==> src/hw/rtl/assert_macros.svh <==
// Assertion macros for the sampler RTL
`ifndef ASSERT_MACROS_SVH
`define ASSERT_MACROS_SVH
`ifndef SYNTHESIS
`define ASSERT_HOLDS(lbl, expr, msg) \
  lbl: assert property (@(posedge clk) disable iff (rst) (expr)) else $error(msg);
`define ASSERT_IMPLIES(lbl, ante, cons, msg) \
  lbl: assert property (@(posedge clk) disable iff (rst) (ante) |-> (cons)) else $error(msg);
`define ASSERT_NEXT(lbl, ante, cons, msg) \
  lbl: assert property (@(posedge clk) disable iff (rst) (ante) |=> (cons)) else $error(msg);
`else
`define ASSERT_HOLDS(lbl, expr, msg)
`define ASSERT_IMPLIES(lbl, ante, cons, msg)
`define ASSERT_NEXT(lbl, ante, cons, msg)
`endif
`endif

==> src/hw/rtl/brs_pkg.sv <==
// Shared constants and types of the bilinear RGB sampler
package brs_pkg;
  localparam int SAMPLE_W    = 21;
  localparam int COORD_W     = 13;
  localparam int INDEX_W     = 16;
  localparam int CH_W        = 8;
  localparam int PIX_W       = 24;
  localparam int ADDR_CALC_W = 2 * COORD_W + 1;
  localparam int NEIGHBOURS  = 4;
  localparam int QUEUE_DEPTH = 4;
  localparam int QPTR_W      = 2;
  localparam int CFG_IDX_W   = 2;

  localparam int N_TL = 0;
  localparam int N_TR = 1;
  localparam int N_BL = 2;
  localparam int N_BR = 3;

  localparam logic [CFG_IDX_W-1:0] REG_IMAGE_WIDTH  = 2'd0;
  localparam logic [CFG_IDX_W-1:0] REG_IMAGE_HEIGHT = 2'd1;

  localparam logic KIND_WRITE  = 1'b0;
  localparam logic KIND_SAMPLE = 1'b1;

  typedef struct packed {
    logic                  is_sample;
    logic                  out_of_range;
    logic [NEIGHBOURS-1:0] in_store;
  } ctl_t;
endpackage

==> src/hw/rtl/brs_fifo.sv <==
// Short transaction queue between the front and back parts
module brs_fifo #(
  parameter int WIDTH = 8
) (
  input  logic             clk,
  input  logic             rst,
  input  logic             push_valid,
  output logic             push_ready,
  input  logic [WIDTH-1:0] push_data,
  output logic             pop_valid,
  input  logic             pop_ready,
  output logic [WIDTH-1:0] pop_data
);
  logic [WIDTH-1:0] slots [brs_pkg::QUEUE_DEPTH];
  logic [brs_pkg::QPTR_W-1:0] wr_ptr;
  logic [brs_pkg::QPTR_W-1:0] rd_ptr;
  logic [brs_pkg::QPTR_W:0]   count;
  logic push;
  logic pop;

  assign push_ready = count != (brs_pkg::QPTR_W+1)'(brs_pkg::QUEUE_DEPTH);
  assign pop_valid  = count != '0;
  assign push       = push_valid && push_ready;
  assign pop        = pop_valid && pop_ready;
  assign pop_data   = slots[rd_ptr];

  always_ff @(posedge clk) begin
    if (push) begin
      slots[wr_ptr] <= push_data;
    end
  end

  always_ff @(posedge clk) begin
    if (rst) begin
      wr_ptr <= '0;
      rd_ptr <= '0;
      count  <= '0;
    end else begin
      if (push) begin
        wr_ptr <= wr_ptr + 1'b1;
      end
      if (pop) begin
        rd_ptr <= rd_ptr + 1'b1;
      end
      if (push && !pop) begin
        count <= count + 1'b1;
      end else if (pop && !push) begin
        count <= count - 1'b1;
      end
    end
  end
endmodule

==> config.mk <==
export PLATFORM = sky130hd
export DESIGN_NAME = brs_fifo
export DESIGN_NICKNAME = d
export VERILOG_FILES = /design/src/hw/rtl/assert_macros.svh /design/src/hw/rtl/brs_pkg.sv /design/src/hw/rtl/brs_fifo.sv
export SDC_FILE = /design/constraint.sdc
export NUM_CORES = 1
export LEC_CHECK = 0
export BUFFER_PORTS_ARGS = -buffer_cell sky130_fd_sc_hd__buf_2
export CORE_MARGIN = 1
export CORE_UTILIZATION = 45
export CTS_BUF_LIST = sky130_fd_sc_hd__clkbuf_16
export CTS_CLUSTER_DIAMETER = 60
export DETAILED_ROUTE_END_ITERATION = 12
export GPL_TIMING_DRIVEN = 0
export SETUP_SLACK_MARGIN = 0.3
export SLEW_MARGIN = 15
export SYNTH_ARGS = -nofsm -noshare
export SYNTH_HDL_FRONTEND = slang
export SYNTH_SLANG_ARGS = --single-unit
==> constraint.sdc <==
create_clock -name clk -period 3.3 [get_ports clk]
set_input_delay 0.99 -clock clk [delete_from_list [all_inputs] [get_ports clk]]
set_output_delay 0.99 -clock clk [all_outputs]
set_load 0.02 [all_outputs]
After elaboration in Yosys (flattened, before gate mapping)
Memory sizes are Yosys's and may differ from the RTL's. A register that Yosys moved wholly into a read port is not among the register bits.
Cells that the tools add are included.
{"block": "word_totals", "mem_bits_rw": 32, "wordCells": 23, "n_memories": 1, "in_bits": 12, "out_inout_bits": 10, "latch_bits": 0, "rom_bits": 0, "register_bits": 7}
{"block": "classes", "n_lt_le_gt_ge": 0, "n_mul": 0, "n_shift": 0, "n_bitwise": 0, "eq_ne": 1, "mux": 6, "reduce_logical": 8, "n_addsub": 4, "div_mod_pow": 0}
{"memory": "slots", "depth": 4, "width": 8, "rd": 1, "rd_clocked_by_memory_dff": 1, "wr": 1, "line": "brs_fifo.sv:14", "source": "logic [WIDTH-1:0] slots [brs_pkg::QUEUE_DEPTH];"}
{"operator": "$mux W3", "n": 2}
{"operator": "$add A2 B1 Y2 const B", "n": 2}
{"operator": "$logic_and A1 B1 Y1", "n": 4}
{"operator": "$mux W2", "n": 2}
{"operator": "$add A3 B1 Y3 const B", "n": 1}
{"operator": "$ne A3 B3 Y1 const B", "n": 1}
{"operator": "$reduce_bool A3 Y1", "n": 1}
{"operator": "$sub A3 B1 Y3 const B", "n": 1}
{"operator": "$logic_not A1 Y1", "n": 2}
{"operator": "$mux W1", "n": 2}
{"operator": "$reduce_bool A2 Y1", "n": 1}

Longest topological paths before layout
{"block": "logic_depth", "depth_word": 6, "depth_mapped": 8}

Least setup slack after synthesis
Ideal clock, no wire load.
{"block": "synth_path", "path_type": "in2reg", "start": "input push_valid", "end": "register count[2] (netlist name)", "arrival_ns": 2.390, "setup_ns": 0.070, "t_required_ns": 3.230, "path_buffers": 0, "path_slack_ns": 0.840, "path_stages": 7, "path_cell_list": "a21boi_4 -> ha_1 -> inv_1 -> fa_1 -> xor2_1 -> or3_1 -> a21oi_1"}
{"block": "synth_via", "elab_chain_len": 4, "elab_cells_between_ends": 6, "cone_classes": "mux (1); reduce/logical (5)"}
{"element": "start, declared", "line": "brs_fifo.sv:7", "source": "input logic push_valid,"}
{"element": "$logic_and A1 B1 Y1 (*)", "line": "brs_fifo.sv:23", "source": "assign push = push_valid && push_ready;"}
{"element": "$logic_not A1 Y1", "line": "brs_fifo.sv:47", "source": "end else if (pop && !push) begin"}
{"element": "$logic_and A1 B1 Y1", "line": "brs_fifo.sv:47"}
{"element": "$reduce_bool A2 Y1 (no line)"}
{"element": "end signal, assigned", "line": "brs_fifo.sv:46", "source": "count <= count + 1'b1;"}
{"element": "end signal, assigned", "line": "brs_fifo.sv:48", "source": "count <= count - 1'b1;"}
{"element": "end, declared", "line": "brs_fifo.sv:17", "source": "logic [brs_pkg::QPTR_W:0] count;"}
Mark *: on every way between the ends. The rest lies on a longest branch, timed or not.
A chain may end at the register's enable or synchronous reset.

==> results.sh <==
export IMPL_rsz0062_at_grt="no"
export IMPL_routed_via_count=819
export IMPL_cts_resized=0
export IMPL_die_y_um=62.3
export IMPL_via_per_inst=4.99
export IMPL_status="completed"
export IMPL_cts_root_buf="clkbuf_16"
export IMPL_drt_wl_total_um=2400
export IMPL_antennaDiodeCount=0
export IMPL_drc=0
export IMPL_dp_hpwl_um=1620
export IMPL_cts_path_max_buffers=2
export IMPL_first_iter_violations=25
export IMPL_layout_min_cycle_time_ns=2.54
export IMPL_die_area_um2=3890
export IMPL_grt_pass1_wl_um=4000
export IMPL_layout_drive_gt1_share_pct=34.7
export IMPL_htree_levels=2
export IMPL_tightestPinTransition_ns=0.521
export IMPL_track_usage_pct=14.3
export IMPL_clk_pin_slew_worst_paths_ns=0.06
export IMPL_firstDrtPassIters=4
export IMPL_rows=21
export IMPL_setup_viol=0
export IMPL_timing_final_ws_setup_ns=0.758
export IMPL_slowest_delay_ns=0.41
export IMPL_hold_class="flop to flop"
export IMPL_seq_area_frac_synth_pct=69.7
export IMPL_cts_buffers=5
export IMPL_drv_slew=0
export IMPL_grt_overflow=0
export IMPL_reg2reg_from="count[0]"
export IMPL_multi_input_area_um2=470
export IMPL_synth_xor_area_share_pct=2.14
export IMPL_synth_adder_area_share_pct=5.04
export IMPL_grt_pass1_vias=833
export IMPL_fmax_mhz=393
export IMPL_gp_congestion=0.640
export IMPL_synth_top_family_by_area="multiplexers"
export IMPL_die_w_um=62.3
export IMPL_required_ns=2.31
export IMPL_io_pins=22
export IMPL_crit_type="flop to output port"
export IMPL_setup_tns_final_ns=0
export IMPL_syn_inst=90
export IMPL_post_place_ws_ns=0.609
export IMPL_arrival_ns=1.55
export IMPL_cts_sinks=41
export IMPL_drtAntennaViolNets=0
export IMPL_hold_path_startpoint="wr_ptr[1]"
export IMPL_critical_path_buf_inv_count=2
export IMPL_synth_compound_area_share_pct=3.06
export IMPL_port_buffers=20
export IMPL_synth_cell_types=23
export IMPL_synthMuxAreaShare_pct=13.1
export IMPL_insertion_delay_ns=0.27
export IMPL_hold_viol_final=0
export IMPL_slew_headroom_pct=65.3
export IMPL_cts_setup_buffers=0
export IMPL_finalClockSkew_ns=0.00486
export IMPL_syn_area_per_cell_um2=18.2
export IMPL_worstSetupStartpointType="flop"
export IMPL_endpoint_kind="output port"
export IMPL_fin_crit_sh_pct=77.0
export IMPL_antenna_found_initial=0
export IMPL_worst_path_max_fanout=8
export IMPL_seqCellArea_um2=1140
export IMPL_p_leak_nw=0.713
export IMPL_n_fill_cell=285
export IMPL_syn_cell_area_um2=1640
export IMPL_crit_family="buffers and inverters"
export IMPL_maxCapViolations=0
export IMPL_start_util_pct=47.9
export IMPL_avgRoutedWirePerCell_um=14.7
export IMPL_grt_max_degree=13
export IMPL_crit_slowest_cell="clkbuf_1"
export IMPL_postCtsHoldBufs=0
export IMPL_ir_drop_uv=548
export IMPL_synth_nets=108
export IMPL_coreArea_um2=3420
export IMPL_powerDensity_nw_per_um2=804
export IMPL_syn_to_final_growth_pct=18.1
export IMPL_yosys_area_share_simple_pct=5.35
export IMPL_synth_warnings=0
export IMPL_synth_seq_cells=41
export IMPL_path_cells="clkbuf_1, mux4_2, buf_2"
export IMPL_final_nets=135
export IMPL_cts_tree="yes"
## path summary, 6_finish.rpt
path / slack, ns / endpoint / cells past startpoint
setup / recovery: 0.76 / pop_data[0] / 3
hold / removal: 0.52 / wr_ptr[1] / 2
setup reg to reg: 1.12 / count[2] / 8
hold reg to reg: 0.52 / wr_ptr[1] / 2
## cell usage after synthesis, drive strengths merged
cell | n | area (µm²)
mux2 | 1 | 15.0
xor2 | 4 | 35.0
a21boi | 1 | 18.8
edfxtp | 32 | 961
mux2i | 2 | 20.0
o31ai | 1 | 12.5
nand2 | 1 | 3.75
nand2b | 2 | 12.5
fa | 1 | 20.0
dfxtp | 9 | 180
mux4 | 8 | 180
nor2 | 8 | 32.5
o311ai | 1 | 8.76
clkbuf | 2 | 7.51
o21ai | 1 | 5.00
a21oi | 1 | 5.00
ha | 5 | 62.6
buf | 1 | 7.51
or3 | 2 | 13.8
inv | 3 | 11.3
and2 | 4 | 25.0
## state kept, by name, summed over array words and instances (netlist names), named ones only
signal and count:
rd_ptr 2, slots 32, count 3, wr_ptr 2
## metrics by stage
stage | util, % | hold WS [ns] | cells | cell area, µm² | total power (W)
after floorplan | - | 0.482 | 90 | 1640 | 0.00101
after global placement | 52.6 | 0.502 | 156 | 1800 | 0.00112
after detailed placement | 52.6 | 0.524 | 156 | 1800 | 0.00113
after CTS | 56.6 | 0.534 | 164 | 1930 | 0.00158
after global routing | 56.6 | 0.578 | 164 | 1930 | 0.00165
final | 56.6 | 0.522 | 164 | 1930 | 0.00156
## report_power, final
group          internal, W  switching [W]  total (W)
clock network     0.000274       0.000169   0.000443
registers         0.000636      0.0000453   0.000681
logic             0.000195       0.000236   0.000431
total              0.00111       0.000450    0.00156
## worst reg2reg max path, cell delays in order, from the launching register on
cell	delay [ns]
dfxtp_1	0.48
nor2_2	0.09
a21boi_4	0.26
ha_1	0.23
inv_1	0.06
fa_1	0.38
xor2_1	0.16
or3_1	0.30
a21oi_1	0.14
## area by class of cell
| class | count | area share, % |
|---|---|---|
| plain buffers | 3 | 0.776 |
| clock inverters | 3 | 0.712 |
| flip-flops and latches | 41 | 59.0 |
| inverters | 3 | 0.582 |
| well taps | 46 | 2.98 |
| multi-input cells | 43 | 24.3 |
| clock buffers | 5 | 6.47 |
| repair buffers | 20 | 5.17 |
## metal layers
layer | global-route usage (%) | wire length, µm | share of wire (%) | vias up
li1 | - | - | - | 391
met1 | 15.6 | 980 | 41 | 406
met2 | 25.8 | 1300 | 54 | 18
met3 | 4.04 | 96 | 4.0 | 4
met4 | 6.10 | 29 | 1.2 | 0
met5 | 0 | 0 | 0 | -
## layout by cell type, fill, tap and decap left out, drive strengths merged
master and n:
edfxtp 32, clkbuf 7, o311ai 1, mux2i 2
mux2 1, ha 5, inv 4, clkinv 2
nor2 8, mux4 8, nand2 1, o31ai 1
o21ai 1, or3 2, dfxtp 9, fa 1
nand2b 2, a21boi 1, xor2 4, and2 4
a21oi 1, buf 21
## cell families after synthesis
logic type	count (synthesis)
flip-flops	41
AND/OR/NAND/NOR	17
multiplexers	11
buffers and inverters	6
adder cells (fa/ha/maj)	6
AO/OA/AOI/OAI	5
XOR/XNOR	4
Power figures use the tool's default switching activity.
