## src/hw/rtl/assert_macros.svh

```systemverilog
// Assertion macros for the sampler RTL
`ifndef ASSERT_MACROS_SVH
`define ASSERT_MACROS_SVH
`ifndef SYNTHESIS
`define ASSERT_HOLDS(lbl, expr, msg) \
  lbl: assert property (@(posedge clk) disable iff (rst) (expr)) else $error(msg);
`define ASSERT_IMPLIES(lbl, ante, cons, msg) \
  lbl: assert property (@(posedge clk) disable iff (rst) (ante) |-> (cons)) else $error(msg);
`define ASSERT_NEXT(lbl, ante, cons, msg) \
  lbl: assert property (@(posedge clk) disable iff (rst) (ante) |=> (cons)) else $error(msg);
`else
`define ASSERT_HOLDS(lbl, expr, msg)
`define ASSERT_IMPLIES(lbl, ante, cons, msg)
`define ASSERT_NEXT(lbl, ante, cons, msg)
`endif
`endif

```

## src/hw/rtl/brs_pkg.sv

```systemverilog
// Shared constants and types of the bilinear RGB sampler
package brs_pkg;
  localparam int SAMPLE_W    = 21;
  localparam int COORD_W     = 13;
  localparam int INDEX_W     = 16;
  localparam int CH_W        = 8;
  localparam int PIX_W       = 24;
  localparam int ADDR_CALC_W = 2 * COORD_W + 1;
  localparam int NEIGHBOURS  = 4;
  localparam int QUEUE_DEPTH = 4;
  localparam int QPTR_W      = 2;
  localparam int CFG_IDX_W   = 2;

  localparam int N_TL = 0;
  localparam int N_TR = 1;
  localparam int N_BL = 2;
  localparam int N_BR = 3;

  localparam logic [CFG_IDX_W-1:0] REG_IMAGE_WIDTH  = 2'd0;
  localparam logic [CFG_IDX_W-1:0] REG_IMAGE_HEIGHT = 2'd1;

  localparam logic KIND_WRITE  = 1'b0;
  localparam logic KIND_SAMPLE = 1'b1;

  typedef struct packed {
    logic                  is_sample;
    logic                  out_of_range;
    logic [NEIGHBOURS-1:0] in_store;
  } ctl_t;
endpackage

```

## src/hw/rtl/brs_front.sv

```systemverilog
// Front part: accept transactions, split sample points, form store addresses
module brs_front #(
  parameter int FRAC_BITS  = 8,
  parameter int MAX_PIXELS = 65536,
  localparam int AW = $clog2(MAX_PIXELS)
) (
  input  logic                                    clk,
  input  logic                                    rst,
  input  logic [brs_pkg::COORD_W-1:0]             image_width,
  input  logic [brs_pkg::COORD_W-1:0]             image_height,
  input  logic                                    in_valid,
  output logic                                    in_ready,
  input  logic                                    kind,
  input  logic [brs_pkg::INDEX_W-1:0]             write_index,
  input  logic [brs_pkg::CH_W-1:0]                write_red,
  input  logic [brs_pkg::CH_W-1:0]                write_green,
  input  logic [brs_pkg::CH_W-1:0]                write_blue,
  input  logic [brs_pkg::SAMPLE_W-1:0]            sample_x,
  input  logic [brs_pkg::SAMPLE_W-1:0]            sample_y,
  output logic                                    q_valid,
  input  logic                                    q_ready,
  output brs_pkg::ctl_t                           q_ctl,
  output logic [brs_pkg::NEIGHBOURS-1:0][AW-1:0]  q_addr,
  output logic signed [FRAC_BITS:0]               q_dx,
  output logic signed [FRAC_BITS:0]               q_dy,
  output logic [brs_pkg::PIX_W-1:0]               q_pixel
);
  localparam int SW = brs_pkg::SAMPLE_W;
  localparam int CW = brs_pkg::COORD_W;
  localparam int XW = brs_pkg::ADDR_CALC_W;
  localparam int CMPW = SW + CW + FRAC_BITS;
  localparam int SPLIT_W = 2 * CW + FRAC_BITS + 1;
  localparam logic [SW:0] HALF = (SW+1)'(1) << (FRAC_BITS - 1);

  function automatic logic [SPLIT_W-1:0] split_axis(
    input logic [SW-1:0] v,
    input logic [CW-1:0] size
  );
    logic [SW:0]        s;
    logic               neg;
    logic [CW-1:0]      lo;
    logic [CW:0]        lo_inc;
    logic [CW-1:0]      hi;
    logic [FRAC_BITS:0] fr;
    s      = {1'b0, v} - HALF;
    neg    = s[SW];
    lo     = neg ? '0 : CW'(s[SW-1:FRAC_BITS]);
    lo_inc = {1'b0, lo} + 1'b1;
    hi     = (lo_inc >= {1'b0, size}) ? size - 1'b1 : lo_inc[CW-1:0];
    fr     = neg ? s[FRAC_BITS:0] : {1'b0, s[FRAC_BITS-1:0]};
    return {lo, hi, fr};
  endfunction

  logic                          valid;
  logic                          is_sample;
  logic                          out_of_range;
  logic [CW-1:0]                 xl, xr, yt, yb;
  logic signed [FRAC_BITS:0]     dx, dy;
  logic [brs_pkg::PIX_W-1:0]     pixel;
  logic [brs_pkg::INDEX_W-1:0]   windex;

  logic [SPLIT_W-1:0] split_x, split_y;
  logic               oor_next;
  logic [2*CW-1:0]    row_top, row_bot;
  logic [XW-1:0]      addr_calc [brs_pkg::NEIGHBOURS];
  logic [XW-1:0]      widx_ext;

  always_comb begin
    split_x  = split_axis(sample_x, image_width);
    split_y  = split_axis(sample_y, image_height);
    oor_next = (sample_x == '0) || (sample_y == '0) ||
               (CMPW'(sample_x) >= CMPW'({image_width, {FRAC_BITS{1'b0}}})) ||
               (CMPW'(sample_y) >= CMPW'({image_height, {FRAC_BITS{1'b0}}}));
  end

  assign in_ready = !valid || q_ready;
  assign q_valid  = valid;

  always_ff @(posedge clk) begin
    if (rst) begin
      valid <= 1'b0;
    end else if (in_ready) begin
      valid <= in_valid;
    end
  end

  always_ff @(posedge clk) begin
    if (in_ready && in_valid) begin
      is_sample    <= kind == brs_pkg::KIND_SAMPLE;
      out_of_range <= oor_next;
      xl           <= split_x[SPLIT_W-1 -: CW];
      xr           <= split_x[FRAC_BITS+CW -: CW];
      dx           <= split_x[FRAC_BITS:0];
      yt           <= split_y[SPLIT_W-1 -: CW];
      yb           <= split_y[FRAC_BITS+CW -: CW];
      dy           <= split_y[FRAC_BITS:0];
      pixel        <= {write_red, write_green, write_blue};
      windex       <= write_index;
    end
  end

  always_comb begin
    row_top = yt * image_width;
    row_bot = yb * image_width;
    addr_calc[brs_pkg::N_TL] = XW'(xl) + XW'(row_top);
    addr_calc[brs_pkg::N_TR] = XW'(xr) + XW'(row_top);
    addr_calc[brs_pkg::N_BL] = XW'(xl) + XW'(row_bot);
    addr_calc[brs_pkg::N_BR] = XW'(xr) + XW'(row_bot);
    widx_ext = XW'(windex);
    if (!is_sample) begin
      addr_calc[brs_pkg::N_TL] = widx_ext;
    end
    for (int i = 0; i < brs_pkg::NEIGHBOURS; i++) begin
      q_addr[i]         = addr_calc[i][AW-1:0];
      q_ctl.in_store[i] = addr_calc[i] < XW'(MAX_PIXELS);
    end
    q_ctl.is_sample    = is_sample;
    q_ctl.out_of_range = out_of_range;
    q_dx    = dx;
    q_dy    = dy;
    q_pixel = pixel;
  end
endmodule

```

## config.mk

```make
export PLATFORM = sky130hd
export DESIGN_NAME = brs_front
export DESIGN_NICKNAME = d
export VERILOG_FILES = /design/src/hw/rtl/assert_macros.svh /design/src/hw/rtl/brs_pkg.sv /design/src/hw/rtl/brs_front.sv
export SDC_FILE = /design/constraint.sdc
export NUM_CORES = 1
export LEC_CHECK = 0
export BUFFER_PORTS_ARGS = -buffer_cell sky130_fd_sc_hd__buf_2
export CAP_MARGIN = 20
export CORE_ASPECT_RATIO = 0.5
export CORE_MARGIN = 2
export CORE_UTILIZATION = 55
export CTS_CLUSTER_DIAMETER = 60
export DETAILED_ROUTE_END_ITERATION = 12
export GPL_ROUTABILITY_DRIVEN = 0
export PLACE_DENSITY = 0.75
export SYNTH_ARGS = -nofsm -noshare
export SYNTH_HDL_FRONTEND = slang
export SYNTH_SLANG_ARGS = --single-unit
```

## constraint.sdc

```tcl
create_clock -name clk -period 15.4 [get_ports clk]
set_input_delay 2.31 -clock clk [delete_from_list [all_inputs] [get_ports clk]]
set_output_delay 2.31 -clock clk [all_outputs]
set_load 0.02 [all_outputs]
```

# After elaboration in Yosys (flattened, before gate mapping)
# Index checks and enable logic that the tools add are counted.
totals:
  regBits: 113
  input_bits: 113
  output_inout_bits: 114
  elab_cells: 46
classes:
  addsub: 10
  mul: 2
  n_lt_le_gt_ge: 8
  muxes: 5
  reduce_logical: 8
op_table:
  columns: ["op", "count"]
  rows:
  - ["adder 13 x 26 -> 27 bit", 4]
  - ["< comparator 27 x 17 -> 1 bit, second input constant", 4]
  - ["multiplier 13 x 13 -> 26 bit", 2]
  - ["2-to-1 mux 13 bit", 4]
  - ["subtractor 21 x 8 -> 22 bit, second input constant", 2]
  - [">= comparator 21 bit", 2]
  - ["logical NOT 21 bit", 2]
  - ["adder 13 x 1 -> 14 bit, second input constant", 2]
  - [">= comparator 14 x 13 -> 1 bit", 2]
  - ["2-to-1 mux 27 bit", 1]
  - ["subtractor 13 x 1 -> 13 bit, second input constant", 2]
  - ["logical OR 1 bit", 4]
  - ["logical AND 1 bit", 1]
  - ["logical NOT 1 bit", 1]

# Depth between registers and ports, before layout
logic_depth:
  word_depth: 5
  ltp_mapped: 28
  depth_no_buf: 26

# Least setup slack after synthesis
# Ideal clock, no wire load.
synth_path:
  path_kind: "input-to-output"
  startpoint: "input port image_width[6] (netlist bit)"
  endpoint: "output port q_ctl[0] (netlist bit)"
  t_arrival_ps: 9015
  required_time_ps: 13090
  path_slack_ps: 4075
  path_stages: 24
  path_buffers: 4
  path_cell_list: "clkbuf_1 -> buf_1 -> nand2_1 -> fa_1 -> fa_1 -> inv_1 -> fa_1 -> fa_1 -> inv_1 -> fa_1 -> inv_1 -> ha_1 -> buf_2 -> a21oi_1 -> mux2_2 -> a31oi_1 -> nor3b_2 -> and4b_1 -> buf_2 -> nor4b_1 -> nand3_1 -> xnor2_1 -> a2111o_1 -> o41ai_1"
synth_rtl:
  columns: ["element", "line_no", "text"]
  rows:
  - ["start, declared", "brs_front.sv:9", "input logic [brs_pkg::COORD_W-1:0] image_width,"]
  - ["end, declared", "brs_front.sv:22", "output brs_pkg::ctl_t q_ctl,"]

==> insert_results.sql <==
INSERT INTO impl_metrics (metric_group, metric, value, unit) VALUES
('run_status', 'outcome', 'finished clean', ''),
('floorplan', 'floorplan.die.height', '144', 'um'),
('drt', 'routed_length_on_met3', '6.88', 'mm'),
('yosys', 'synth.lib_cells_used.distinct', '94', ''),
('timing', 'timing.slew.headroom', '31.0', '%'),
('yosys', 'synthesis.instances', '2440', ''),
('drt', 'drt-total-wl', '59.2', 'mm'),
('drt', 'top_layer_used', 'met5', ''),
('global_route', 'first_pass_grt_wire_length', '93.1', 'mm'),
('critical_path', 'kind_of_critical_path', 'primary input to output port', ''),
('floorplan', 'fp.coreArea', '38700', 'um2'),
('yosys', 'postSynthRegisterBits', '113', ''),
('drt', 'drc_errors', '0', ''),
('critical_path', 'crit_path_max_incr_delay', '860', 'ps'),
('global_route', 'global_route.usage.total', '29.4', '%'),
('critical_path', 'number_of_buffers_and_inverters_on_the_critical_path', '6', ''),
('timing', 'setup-violations-final', '0', ''),
('timing', 'drv_slew', '0', ''),
('yosys', 'synth-simple-area-share', '18.3', '%'),
('timing', 'fin_worst_skew', '16.5', 'ps'),
('drt', 'wl_met2', '24.4', 'mm'),
('drt', 'wirelength_met1', '27.1', 'mm'),
('global_route', 'grt_max_degree', '60', ''),
('critical_path', 'timing.critical_path.from', 'image_width[3]', ''),
('yosys', 'synthesis.yosys.warnings', '0', ''),
('yosys', 'syn_avg_cell_area', '8.82', 'um2'),
('hold_path', 'hold_path_startpoint', 'q_valid$_SDFFE_PP0N_', ''),
('global_route', 'grt_antenna_before_repair', '3', ''),
('cts', 'clkSlewWorstSetupHoldPaths', '70', 'ps'),
('finish', 'flow.area_growth_from_synthesis', '9.68', '%'),
('critical_path', 'reg2reg_from', 'q_valid$_SDFFE_PP0N_', ''),
('cts', 'cts_hold_buf', '0', ''),
('yosys', 'synth_top_family_by_area', 'adder cells', ''),
('yosys', 'synthMostInstantiatedCell', 'sky130_fd_sc_hd__inv_1', ''),
('drt', 'vias', '17900', ''),
('yosys', 'yosys-mux-area-fraction', '2.19', '%'),
('critical_path', 'crit_slowest_cell', 'sky130_fd_sc_hd__o31ai_1', ''),
('yosys', 'ys_top_cells_by_count', 'sky130_fd_sc_hd__inv_1, sky130_fd_sc_hd__nand2_1, sky130_fd_sc_hd__ha_1, sky130_fd_sc_hd__fa_1, sky130_fd_sc_hd__and2_1', ''),
('cts', 'clock_sinks', '113', ''),
('cts', 'cts_max_level', '4', ''),
('yosys', 'yosysSeqAreaShare', '15.7', '%'),
('cts', 'cts_max_path_buffers', '2', ''),
('yosys', 'synth_compound_gate_area_share', '11.3', '%'),
('yosys', 'synth_xor_area_share', '6.02', '%'),
('yosys', 'synth_enable_flop_cells', '112', ''),
('timing', 'period_minus_slack', '12050', 'ps'),
('critical_path', 'critical_path_data_arrival_time', '9740', 'ps'),
('finish', 'drive_gt1_share', '12.0', '%'),
('yosys', 'async_set_or_reset_register_ratio_after_synthesis', '0', '%'),
('floorplan', 'pin_count', '227', ''),
('timing', 'finalCritPeriodShare', '78.2', '%'),
('floorplan', 'die_x', '284', 'um'),
('critical_path', 'endpoint_type_of_the_worst_setup_path', 'output port', ''),
('critical_path', 'cp-start-kind', 'primary input', ''),
('yosys', 'netlist_top_cells_area', 'sky130_fd_sc_hd__fa_1, sky130_fd_sc_hd__edfxtp_1, sky130_fd_sc_hd__ha_1, sky130_fd_sc_hd__inv_1, sky130_fd_sc_hd__nand2_1', ''),
('critical_path', 'timing.critical_path.fanout_max', '27', ''),
('cts', 'clk_latency', '450', 'ps'),
('global_route', 'grt_overflow_total', '0', ''),
('drt', 'avgRoutedWirePerCell', '18.8', 'um'),
('cts', 'cts-buffers-inserted', '17', ''),
('critical_path', 'cpLargestDelayFamily', 'adder cells', ''),
('cts', 'tritoncts_clock_tree', 'done', ''),
('yosys', 'synth.largest_area_cell', 'sky130_fd_sc_hd__fa_1', ''),
('yosys', 'synth.cell_area', '21500', 'um2'),
('hold_path', 'worstHoldPathType', 'flop to flop', ''),
('timing', 'rsz0062_at_grt', 'false', ''),
('placed_design', 'dp_hpwl', '47.5', 'mm'),
('floorplan', 'num_rows', '51', ''),
('floorplan', 'initial_core_util', '55.6', '%'),
('timing', 'worst_pin_slew', '1030', 'ps'),
('yosys', 'synth_ff_type', 'sky130_fd_sc_hd__edfxtp_1', '');
worst reg2reg max path, stage by stage (launching register included):
cell and delay (ps):
sky130_fd_sc_hd__dfxtp_1 310, sky130_fd_sc_hd__nand2b_1 100, sky130_fd_sc_hd__and2_4 650, sky130_fd_sc_hd__buf_4 750
registers in the layout, summed over array words and instances, names as in the netlist:
register	cells
windex	16
q_dy	9
yt	13
xl	13
q_pixel	24
is_sample	1
q_valid	1
yb	13
out_of_range	1
q_dx	9
xr	13
placed cells by master, fill, tap and decap left out, types with 11 or more instances in the layout:
cell / n
sky130_fd_sc_hd__xnor2_1: 107
sky130_fd_sc_hd__o21ai_0: 53
sky130_fd_sc_hd__buf_2: 226
sky130_fd_sc_hd__a31oi_1: 16
sky130_fd_sc_hd__ha_1: 252
sky130_fd_sc_hd__clkbuf_16: 17
sky130_fd_sc_hd__a21o_1: 36
sky130_fd_sc_hd__nor4_1: 28
sky130_fd_sc_hd__a211o_1: 14
sky130_fd_sc_hd__nand4_1: 26
sky130_fd_sc_hd__a21oi_1: 93
sky130_fd_sc_hd__a211oi_1: 16
sky130_fd_sc_hd__mux2i_1: 11
sky130_fd_sc_hd__and2_1: 151
sky130_fd_sc_hd__fa_1: 246
sky130_fd_sc_hd__nand2_1: 283
sky130_fd_sc_hd__nor2b_1: 15
sky130_fd_sc_hd__edfxtp_1: 112
sky130_fd_sc_hd__nor3_1: 42
sky130_fd_sc_hd__nand2b_1: 19
sky130_fd_sc_hd__mux2_2: 22
sky130_fd_sc_hd__o21a_1: 26
sky130_fd_sc_hd__nand3_1: 37
sky130_fd_sc_hd__inv_1: 417
sky130_fd_sc_hd__o211ai_1: 14
sky130_fd_sc_hd__nor2_1: 101
sky130_fd_sc_hd__xor2_1: 41
final cells by class:
cell class	count	area (um2)
Multi-Input combinational cell	1825	16200
Fill cell	3302	15100
Sequential cell	113	3380
Inverter	417	1570
Timing Repair Buffer	230	1160
Tap cell	530	663
Clock buffer	17	425
Clock inverter	15	188
Antenna cell	1	2.50
stage by stage:
step / hold slack, ps / worst slack (ps) / instances / utilization (%) / area (um2)
2_1_floorplan: 729 / 4080 / 2440 / - / 21500
3_3_place_gp: 505 / 3630 / 3114 / 59.4 / 23000
3_5_place_dp: 513 / 3500 / 3114 / 59.4 / 23000
4_1_cts: 524 / 3460 / 3146 / 60.9 / 23600
5_1_grt: 569 / 3000 / 3147 / 61.0 / 23600
6_report: 518 / 3350 / 3148 / 61.0 / 23600
per-layer routing:
metal  vias to the layer above  track usage [%]
met1                      8672             41.8
met4                         2             5.96
met2                       740             43.3
met3                        67             10.2
li1                       8434                -
met5                         -                0
kinds of logic (layout without fill, tap and decap cells):
| group | count (synthesis) | in the layout |
|---|---|---|
| xor+xnor | 148 | 148 |
| flops | 113 | 113 |
| mux | 43 | 43 |
| fa+ha+maj | 498 | 498 |
| simple gates | 778 | 778 |
| other cells | 0 | 1 |
| buf+inv | 502 | 679 |
| compound gates | 358 | 358 |
path summary, 6_finish.rpt:
path | endpoint | slack [ps] | cells after the start
max | q_ctl[0] | 3350 | 27
min | q_valid$_SDFFE_PP0N_ | 520 | 2
max reg2reg | xl[11]$_DFFE_PP_ | 13140 | 3
min reg2reg | q_valid$_SDFFE_PP0N_ | 520 | 2
Power is left out: the tool's default activity adds up to more than one toggle a clock period on the data nets, which glitch-free logic cannot reach.
